$ cat src/sv/u2u_pkg.sv
// ----------------------------------------------------------------------------
// u2u_pkg
// Shared types and constants for the UTF-8 to UTF-16 decoder.
// ----------------------------------------------------------------------------
package u2u_pkg;

   localparam int ByteW = 8;
   localparam int UnitW = 16;

   // decode phase codes
   localparam logic [1:0] PH_IDLE  = 2'd0;   // no sequence pending
   localparam logic [1:0] PH_TWO   = 2'd1;   // two-byte lead held
   localparam logic [1:0] PH_THREE = 2'd2;   // three-byte lead held
   localparam logic [1:0] PH_FULL  = 2'd3;   // three-byte lead and second held

   // byte class masks and patterns
   localparam logic [ByteW-1:0] LEAD2_MASK = 8'hE0;
   localparam logic [ByteW-1:0] LEAD2_PAT  = 8'hC0;
   localparam logic [ByteW-1:0] LEAD3_MASK = 8'hF0;
   localparam logic [ByteW-1:0] LEAD3_PAT  = 8'hE0;

   typedef struct packed {
      logic [ByteW-1:0] in_byte;
      logic             last_byte;
   } in_beat_type;

   typedef struct packed {
      logic [UnitW-1:0] code_unit;
      logic             unit_valid;
      logic             string_end;
   } out_beat_type;

   typedef struct packed {
      logic         emit;
      out_beat_type beat;
   } dec_result_type;

endpackage

$ cat src/sv/u2u_in_stage.sv
// ----------------------------------------------------------------------------
// u2u_in_stage
// Input register: holds one byte beat until the decoder consumes it.
// ----------------------------------------------------------------------------
module u2u_in_stage
   import u2u_pkg::*;
(
   input  logic        clock,
   input  logic        reset,
   input  logic        req_tvalid,
   output logic        req_tready,
   input  in_beat_type req_beat,
   input  logic        advance,
   output logic        beat_valid,
   output in_beat_type beat
);

   logic        valid_ff;
   logic        valid_in;
   in_beat_type beat_ff;

   assign req_tready = !valid_ff || advance;
   assign valid_in   = req_tready ? req_tvalid : valid_ff;

   always_ff @(posedge clock) begin
      if (reset) begin
         valid_ff <= 1'b0;
      end else begin
         valid_ff <= valid_in;
      end
   end

   always_ff @(posedge clock) begin
      if (req_tvalid && req_tready) begin
         beat_ff <= req_beat;
      end
   end

   assign beat_valid = valid_ff;
   assign beat       = beat_ff;

endmodule

$ cat src/sv/u2u_decode.sv
// ----------------------------------------------------------------------------
// u2u_decode
// Sequence state and decode logic; updates state when a beat is consumed.
// ----------------------------------------------------------------------------
module u2u_decode
   import u2u_pkg::*;
#(
   parameter int MAX_UNITS = 63
)
(
   input  logic           clock,
   input  logic           reset,
   input  logic           fire,
   input  in_beat_type    beat,
   output dec_result_type result
);

   localparam int CountW = $clog2(MAX_UNITS + 1);
   localparam logic [CountW-1:0] MaxCount = CountW'(MAX_UNITS);

   logic [1:0]        phase_ff, phase_in;
   logic [ByteW-1:0]  lead_ff, lead_in;
   logic [ByteW-1:0]  second_ff, second_in;
   logic [CountW-1:0] count_ff, count_in;

   logic [ByteW-1:0]  b;
   logic              last;
   logic              have;
   logic              keep;
   logic [UnitW-1:0]  unit;

   assign b    = beat.in_byte;
   assign last = beat.last_byte;

   always_comb begin
      have      = 1'b0;
      unit      = '0;
      phase_in  = phase_ff;
      lead_in   = lead_ff;
      second_in = second_ff;
      case (phase_ff)
         PH_IDLE: begin
            if (!b[ByteW-1]) begin
               unit = UnitW'(b);
               have = 1'b1;
            end else if ((b & LEAD2_MASK) == LEAD2_PAT) begin
               lead_in  = b;
               phase_in = PH_TWO;
            end else if ((b & LEAD3_MASK) == LEAD3_PAT) begin
               lead_in  = b;
               phase_in = PH_THREE;
            end
         end
         PH_TWO: begin
            unit     = {5'b0, lead_ff[4:0], b[5:0]};
            have     = 1'b1;
            phase_in = PH_IDLE;
         end
         PH_THREE: begin
            if (last) begin
               // truncated sequence: byte re-read as a lead
               if (!b[ByteW-1]) begin
                  unit = UnitW'(b);
                  have = 1'b1;
               end
               phase_in = PH_IDLE;
            end else begin
               second_in = b;
               phase_in  = PH_FULL;
            end
         end
         PH_FULL: begin
            unit     = {lead_ff[3:0], second_ff[5:0], b[5:0]};
            have     = 1'b1;
            phase_in = PH_IDLE;
         end
         default: begin
            phase_in = PH_IDLE;
         end
      endcase

      keep     = have && (count_ff < MaxCount);
      count_in = keep ? count_ff + 1'b1 : count_ff;
      if (last) begin
         phase_in = PH_IDLE;
         count_in = '0;
      end
   end

   always_ff @(posedge clock) begin
      if (reset) begin
         phase_ff <= PH_IDLE;
         count_ff <= '0;
      end else if (fire) begin
         phase_ff <= phase_in;
         count_ff <= count_in;
      end
   end

   always_ff @(posedge clock) begin
      if (fire) begin
         lead_ff   <= lead_in;
         second_ff <= second_in;
      end
   end

   assign result.emit            = keep || last;
   assign result.beat.code_unit  = keep ? unit : '0;
   assign result.beat.unit_valid = keep;
   assign result.beat.string_end = last;

   a_end_clears: assert property (@(posedge clock) disable iff (reset)
      fire && last |=> phase_ff == PH_IDLE && count_ff == '0)
      else $error("state not cleared after string end");

   a_count_bound: assert property (@(posedge clock) disable iff (reset)
      count_ff <= MaxCount)
      else $error("unit count beyond limit");

   a_full_from_three: assert property (@(posedge clock) disable iff (reset)
      phase_ff == PH_FULL && $past(phase_ff) != PH_FULL |-> $past(phase_ff) == PH_THREE)
      else $error("second byte held without three-byte lead");

endmodule

$ cat src/sv/u2u_out_stage.sv
// ----------------------------------------------------------------------------
// u2u_out_stage
// Result register: holds one code unit beat until the sink takes it.
// ----------------------------------------------------------------------------
module u2u_out_stage
   import u2u_pkg::*;
(
   input  logic         clock,
   input  logic         reset,
   input  logic         load,
   input  out_beat_type load_beat,
   output logic         can_load,
   output logic         rsp_tvalid,
   input  logic         rsp_tready,
   output out_beat_type rsp_beat
);

   logic         valid_ff;
   logic         valid_in;
   out_beat_type beat_ff;

   assign can_load = !valid_ff || rsp_tready;
   assign valid_in = load ? 1'b1 : (valid_ff && !rsp_tready);

   always_ff @(posedge clock) begin
      if (reset) begin
         valid_ff <= 1'b0;
      end else begin
         valid_ff <= valid_in;
      end
   end

   always_ff @(posedge clock) begin
      if (load) begin
         beat_ff <= load_beat;
      end
   end

   assign rsp_tvalid = valid_ff;
   assign rsp_beat   = beat_ff;

endmodule

$ cat src/sv/utf8_to_utf16_decoder.sv
// ----------------------------------------------------------------------------
// utf8_to_utf16_decoder
// Streaming UTF-8 to UTF-16 (BMP) decoder with a per-string unit limit.
// ----------------------------------------------------------------------------
// Takes one UTF-8 byte per cycle, sustained, with no gaps needed between
// strings. A byte goes through an input register, the decode logic and a
// result register; a unit is loaded into the result register when its
// closing byte leaves the input register. Bytes that complete no unit give no
// beat, except the last byte of a string, which always gives one beat with
// tlast set. Units past MAX_UNITS in one string are dropped. Backpressure on
// the result side stalls the input only when a beat is waiting to be loaded.
// ----------------------------------------------------------------------------
module utf8_to_utf16_decoder
   import u2u_pkg::*;
#(
   parameter int MAX_UNITS = 63
)
(
   input  logic        clock,
   input  logic        reset,
   input  logic        req_tvalid,
   output logic        req_tready,
   input  logic [7:0]  req_tdata,   // [7:0] in_byte
   input  logic        req_tlast,   // last_byte
   output logic        rsp_tvalid,
   input  logic        rsp_tready,
   output logic [15:0] rsp_tdata,   // [15:0] code_unit
   output logic        rsp_tuser,   // unit_valid
   output logic        rsp_tlast    // string_end
);

   in_beat_type    req_beat;
   in_beat_type    cur_beat;
   logic           cur_valid;
   logic           advance;
   logic           can_load;
   dec_result_type result;
   out_beat_type   rsp_beat;

   assign req_beat.in_byte   = req_tdata;
   assign req_beat.last_byte = req_tlast;

   assign advance = cur_valid && (!result.emit || can_load);

   u2u_in_stage u_in (
      .clock      (clock),
      .reset      (reset),
      .req_tvalid (req_tvalid),
      .req_tready (req_tready),
      .req_beat   (req_beat),
      .advance    (advance),
      .beat_valid (cur_valid),
      .beat       (cur_beat)
   );

   u2u_decode #(
      .MAX_UNITS (MAX_UNITS)
   ) u_dec (
      .clock  (clock),
      .reset  (reset),
      .fire   (advance),
      .beat   (cur_beat),
      .result (result)
   );

   u2u_out_stage u_out (
      .clock      (clock),
      .reset      (reset),
      .load       (advance && result.emit),
      .load_beat  (result.beat),
      .can_load   (can_load),
      .rsp_tvalid (rsp_tvalid),
      .rsp_tready (rsp_tready),
      .rsp_beat   (rsp_beat)
   );

   assign rsp_tdata = rsp_beat.code_unit;
   assign rsp_tuser = rsp_beat.unit_valid;
   assign rsp_tlast = rsp_beat.string_end;

   a_empty_closes: assert property (@(posedge clock) disable iff (reset)
      rsp_tvalid && !rsp_tuser |-> rsp_tlast && rsp_tdata == '0)
      else $error("empty beat that does not close a string");

   a_no_overwrite: assert property (@(posedge clock) disable iff (reset)
      rsp_tvalid && !rsp_tready |=> rsp_tvalid && $stable(rsp_tdata))
      else $error("pending result beat overwritten");

endmodule

$ cat config.mk
export PLATFORM = sky130hd
export DESIGN_NAME = utf8_to_utf16_decoder
export DESIGN_NICKNAME = d
export VERILOG_FILES = /design/src/sv/u2u_pkg.sv /design/src/sv/u2u_in_stage.sv /design/src/sv/u2u_decode.sv /design/src/sv/u2u_out_stage.sv /design/src/sv/utf8_to_utf16_decoder.sv
export SDC_FILE = /design/constraint.sdc
export NUM_CORES = 1
export LEC_CHECK = 0
export BUFFER_PORTS_ARGS = -buffer_cell sky130_fd_sc_hd__buf_2
export CAP_MARGIN = 20
export CORE_ASPECT_RATIO = 0.75
export CORE_MARGIN = 2
export CORE_UTILIZATION = 49
export CTS_CLUSTER_DIAMETER = 50
export DETAILED_ROUTE_END_ITERATION = 10
export PLACE_DENSITY = 0.74
export RECOVER_POWER = 100
export REMOVE_ABC_BUFFERS = 1
export SYNTH_ARGS = -nofsm -noshare
export SYNTH_HDL_FRONTEND = slang
export SYNTH_SLANG_ARGS = --single-unit
$ cat constraint.sdc
create_clock -name clock -period 2.1 [get_ports clock]
set_input_delay 0.315 -clock clock [delete_from_list [all_inputs] [get_ports clock]]
set_output_delay 0.315 -clock clock [all_outputs]
set_load 0.005 [all_outputs]
* Word-level counts from Yosys, hierarchy flattened
Index checks and enable logic that the tools add are counted.
** Storage, ports and cells
- Flip-flop bits (word level) :: 48
- Latch bits :: 0
- Memory bits (writable) :: 0
- Memory bits (read-only) :: 0
- Input bits :: 13
- Output and inout bits :: 20
- Memories :: 0
** Cells by class
- Add/subtract/negate cells :: 1
- $mul :: 0
- Div/mod/pow operators :: 0
- Magnitude comparators :: 1
- Equality and inequality tests :: 7
- Shift operators :: 0
- Mux-type cells :: 16
- Bitwise logic cells :: 1
- Reductions and logical operators :: 21
** Operator list (number)
- one-hot mux 16 bit (4 select lines) :: 1
- two-way mux 16 bit :: 1
- two-way mux 6 bit :: 2
- two-way mux 5 bit :: 2
- two-way mux 2 bit :: 4
- two-way mux 7 bit :: 1
- adder 6 x 1 -> 6 bit (second input constant) :: 1
- < comparator 6 bit (second input constant) :: 1
- one-hot mux 2 bit (3 select lines) :: 1
- AND reduction 3 bit :: 2
- logical AND 1 bit :: 5
- equality test 2 bit (second input constant) :: 2
- equality test 4 bit (second input constant) :: 1
- logical NOT 1 bit :: 4
- logical OR 1 bit :: 4
- inequality test 4 x 2 -> 1 bit (second input constant) :: 1
- AND reduction 4 bit :: 1
- nonzero test 2 bit :: 2
- equality test 3 bit (second input constant) :: 1
- two-way mux 1 bit :: 3
- inequality test 3 bit (second input constant) :: 1
- one-hot mux 1 bit (3 select lines) :: 1
- equality test 2 x 1 -> 1 bit (second input constant) :: 1
- logical NOT 2 bit :: 1
- other kinds (3) :: 3

* Longest topological paths before layout
- Depth after elaboration :: 10
- Mapped depth :: 5

* By module
Synthesis repeated with hierarchy kept, for this count alone.
** Unflattened totals
- Cell total of the unflattened synthesis :: 146
- Area, all modules :: 2009.4 um^2
** Modules (own cells, without submodules)
- u2u_decode :: instances 1, cells an instance 107, area each 1078.5 um^2, sequential area each 490.5 um^2
- u2u_out_stage :: instances 1, cells an instance 22, area each 586.8 um^2, sequential area each 560.5 um^2
- u2u_in_stage :: instances 1, cells an instance 14, area each 325.3 um^2, sequential area each 290.3 um^2
- utf8_to_utf16_decoder :: instances 1, cells an instance 3, area each 18.8 um^2, sequential area each 0.0 um^2

* Least setup slack after synthesis
Ideal clock, no wire load.
- Path kind :: register to register
- From :: register u_dec.count_ff[0]
- To :: register u_in.beat_ff, in the netlist u_in.beat[0] (enable)
- Setup time :: 381 ps
- Data arrival time :: 1746 ps
- Setup slack :: -27 ps
- Stages on the path, launching flop included :: 6
- Buffers on the path :: 0
- Period minus slack after synthesis :: 2127 ps
- Cells stage by stage :: dfxtp_1 -> ha_1 -> nand3_1 -> nor3_4 -> nor2_1 -> a31oi_1
** Between the ends
- Cells in the longest elaborated chain, start to end :: 8
** Ends and longest elaborated chain
- start, declared :: RTL line u2u_decode.sv:24 : logic [CountW-1:0] count_ff, count_in;
- start signal, assigned :: RTL line u2u_decode.sv:96 : count_ff <= count_in;
- < comparator 6 bit :: RTL line u2u_decode.sv:82 : keep = have && (count_ff < MaxCount);
- logical AND 1 bit :: RTL line u2u_decode.sv:82
- logical OR 1 bit :: RTL line u2u_decode.sv:107 : assign result.emit = keep || last;
- logical NOT 1 bit :: RTL line utf8_to_utf16_decoder.sv:43 : assign advance = cur_valid && (!result.emit || can_load);
- logical OR 1 bit :: RTL line utf8_to_utf16_decoder.sv:43
- logical AND 1 bit :: RTL line utf8_to_utf16_decoder.sv:43
- logical OR 1 bit :: RTL line u2u_in_stage.sv:22 : assign req_tready = !valid_ff || advance;
- logical AND 1 bit :: RTL line u2u_in_stage.sv:34 : if (req_tvalid && req_tready) begin
- end signal, assigned :: RTL line u2u_in_stage.sv:35 : beat_ff <= req_beat;
- end, declared :: RTL line u2u_in_stage.sv:20 : in_beat_type beat_ff;
No other way between the ends.
A chain may end at the register's enable or synchronous reset.

* Final worst setup path
- From :: register u_dec.count_ff[0]
- To :: output req_tready
** Between the ends
- Cells in the longest elaborated chain, start to end :: 7
** Ends and longest elaborated chain
- < comparator 6 bit :: RTL line u2u_decode.sv:82
- logical AND 1 bit :: RTL line u2u_decode.sv:82
- logical OR 1 bit :: RTL line u2u_decode.sv:107
- logical NOT 1 bit :: RTL line utf8_to_utf16_decoder.sv:43
- logical OR 1 bit :: RTL line utf8_to_utf16_decoder.sv:43
- logical AND 1 bit :: RTL line utf8_to_utf16_decoder.sv:43
- logical OR 1 bit :: RTL line u2u_in_stage.sv:22
- end, declared :: RTL line utf8_to_utf16_decoder.sv:22 : output logic req_tready,
No other way between the ends.

==> run metrics <==
Pwr per Cell Area 772 nW/µm²; slowest cell on the critical path dfxtp_1; diodes inserted 0; Post-synth EDFFs 38; Yosys cell types 40; worst slew pin tran 0.498 ns; Tcrit/Tclk final 94.7%; commonest non-fill, non-tap cell in the layout edfxtp_1; antenna violations before repair 0; postcts setup bufs 0; largest net degree at the start of global routing 20; Wirelength per Cell about 15 µm; Hold Fails Final Rpt 0; CP delay by family, top simple AND/OR/NAND/NOR gates; placed wire-length estimate about 2.8 mm; Yosys reg bits 48; Die W 77.6 µm; fin worst setup slack between 0.1 and 0.15 ns; std cell rows 20; worst r2r src u_dec.count_ff[0]; sequential fraction of the synthesis area between 60% and 70%; Post-CTS Hold Fix Bufs 0; first drt pass iteration count 4; TritonCTS clock tree built; # IOs 33; # DRC 0; final non-filler cell total 248; CTS buffer count 5; syn_area_per_cell 13.2 µm²; status completed; gp weighted congestion approximately 0.79; number of instances in the placed design 240; Die H a little under 60 µm; IO Port Bufs 32; dominant synthesized flop cell edfxtp_1; Syn Std Cell Area between 1500 and 2000 µm²; gr ovfl total 0; fin nets ~210; core area between 3000 and 4000 µm²; area growth from synthesis to layout 18.5%; Total GRT Usage 17.3%; clock latency on the worst-skew pair 0.29 ns; CP Capture Type output port; initial core utilization 50.1%; Sink Count 48; Final min period just under 2 ns; H-tree Lvls 2; CP startpoint u_dec.count_ff[0]; WL final 3.74 mm; die footprint between 4000 and 5000 µm²; slew margin rel. ~67%; CP Depth 6; Worst setup SP type flip-flop; first-pass GRT wire length 6.00 mm; # setup viols final 0; Peak Freq about 0.5 GHz; arrival time at the worst endpoint around 1.7 ns; Synth Warn # 0; Mapped Cells 151; Reg-to-Reg End u_dec.lead_ff[4]; peak fanout along the critical path 6; DRT iter0 DRCs approximately 130; via-per-instance ratio between 5 and 6; clk buf depth 2; Slew Limit Fails 0; final hold slack between 0.15 and 0.2 ns; vias in the first global route 1,229; share of post-route cells with drive strength above 1 about a quarter; CP max stage delay just over 0.4 ns; async set-or-reset flop fraction in the synthesized netlist 0%; R2R Setup Slk 0.14 ns; VDD IR max 0.522 mV; Setup Skew 0.00187 ns; Reg clk slew, reported paths approximately 0.080 ns; Post-CTS Resized 0; RSZ-0062 raised after global routing false; clock root buffer master clkbuf_8; worst setup path endpoint req_tready; most frequent cells in the layout edfxtp_1, buf_2, nor2_1, and3_1, dfxtp_1; Most Frequent Cell on Critical Path nand3_1; crit-path cells ha_1 > nand3_1 > nor3_4 > nor2_2 > nand3_1 > buf_2; path depth of the worst reg2reg path 5; DRT antenna net count 0; pre-CTS WS 0.140 ns; kind of critical path flip-flop to output port; Critical Path RT around 1.8 ns; total number of vias roughly 1,400; Max-Cap Viols 0; crit path buf inv count 1; Hold WC Path Type input port to flip-flop; Leakage Power approximately 0.00088 µW
-- cell families (layout without fill, tap and decap cells) --
logic type	Yosys count	in the layout	synth area share [%]
muxes	5	5	2.57
adders and majority gates	1	1	0.628
AOI/OAI and AO/OA	26	26	10.4
and+or+nand+nor	58	58	16.2
DFF	48	48	67.3
buffers and inverters	13	55	2.89
-- final cells by class --
class                      instances  area (µm²)
fill                             323        1620
sequential                        48        1340
multi-input combinational         90         597
timing repair buffer              40         221
clock buffer                       6        72.6
tap                               55        68.8
clock inverter                     2        35.0
inverter                           7        26.3
-- metal layers --
| layer | GRT usage (%) | up-vias | wire length (µm) |
|---|---|---|---|
| met5 | 0 | - | 0 |
| met4 | 6.12 | 0 | 40 |
| met3 | 4.12 | 7 | 329 |
| met2 | 25.1 | 84 | 1610 |
| met1 | 25.6 | 645 | 1760 |
| li1 | - | 666 | - |
-- sequential cells by signal, summed over array words and instances, names as in the netlist --
register,flops
u_out.rsp_tvalid,1
u_dec.phase_ff,2
u_dec.count_ff,6
u_in.beat,9
u_dec.second_ff,6
u_dec.lead_ff,5
u_out.rsp_beat,18
u_in.beat_valid,1
-- cells in the mapped netlist (all sizes together) (2+ instances only) --
master	number	area share [%]
nor4	3	0.94
nand3	7	1.8
a31oi	4	1.3
buf	3	1.0
edfxtp	38	57
nor2b	2	1.0
nor3	4	1.6
or4	2	0.75
and2	2	0.63
o31ai	3	1.1
dfxtp	10	10
inv	7	1.3
and3	13	4.1
nor2	14	2.6
clkbuf	3	0.56
nand2	6	1.1
a21oi	4	1.0
nand4	3	0.94
o311ai	4	2.1
mux2i	4	2.0
o21ai	2	0.50
-- report_power, final --
group / internal, µW / total [µW] / switching (µW) / leakage (µW)
sequential: 1060 / 1080 / 19.2 / 0.000441
clock: 353 / 640 / 287 / 0.0000552
combinational: 46.6 / 107 / 60.4 / 0.000387
total: 1460 / 1820 / 366 / 0.000884
-- worst min path at each step --
stage	start	end	slack, ns	cells past startpoint
after floorplan	reset	u_dec.count_ff[0]	0.38	1
after global placement	u_in.beat[1]	u_dec.lead_ff[0]	0.48	0
after detailed placement	u_in.beat[1]	u_dec.lead_ff[0]	0.49	0
after CTS	req_tdata[6]	u_in.beat[7]	0.18	1
after global routing	req_tdata[0]	u_in.beat[1]	0.18	1
final	req_tdata[6]	u_in.beat[7]	0.20	1
-- metrics by stage --
stage | setup TNS, ns | utilization [%] | instance area, µm² | total power, µW
6_report | 0 | 59.4 | 2360 | 1820
5_1_grt | 0 | 59.4 | 2360 | 1890
4_1_cts | 0 | 59.6 | 2370 | 1830
3_5_place_dp | 0 | 56.9 | 2260 | 1200
3_3_place_gp | 0 | 56.9 | 2260 | 1200
2_1_floorplan | -0.242 | - | 1960 | 1150
Power figures use the tool's default switching activity.
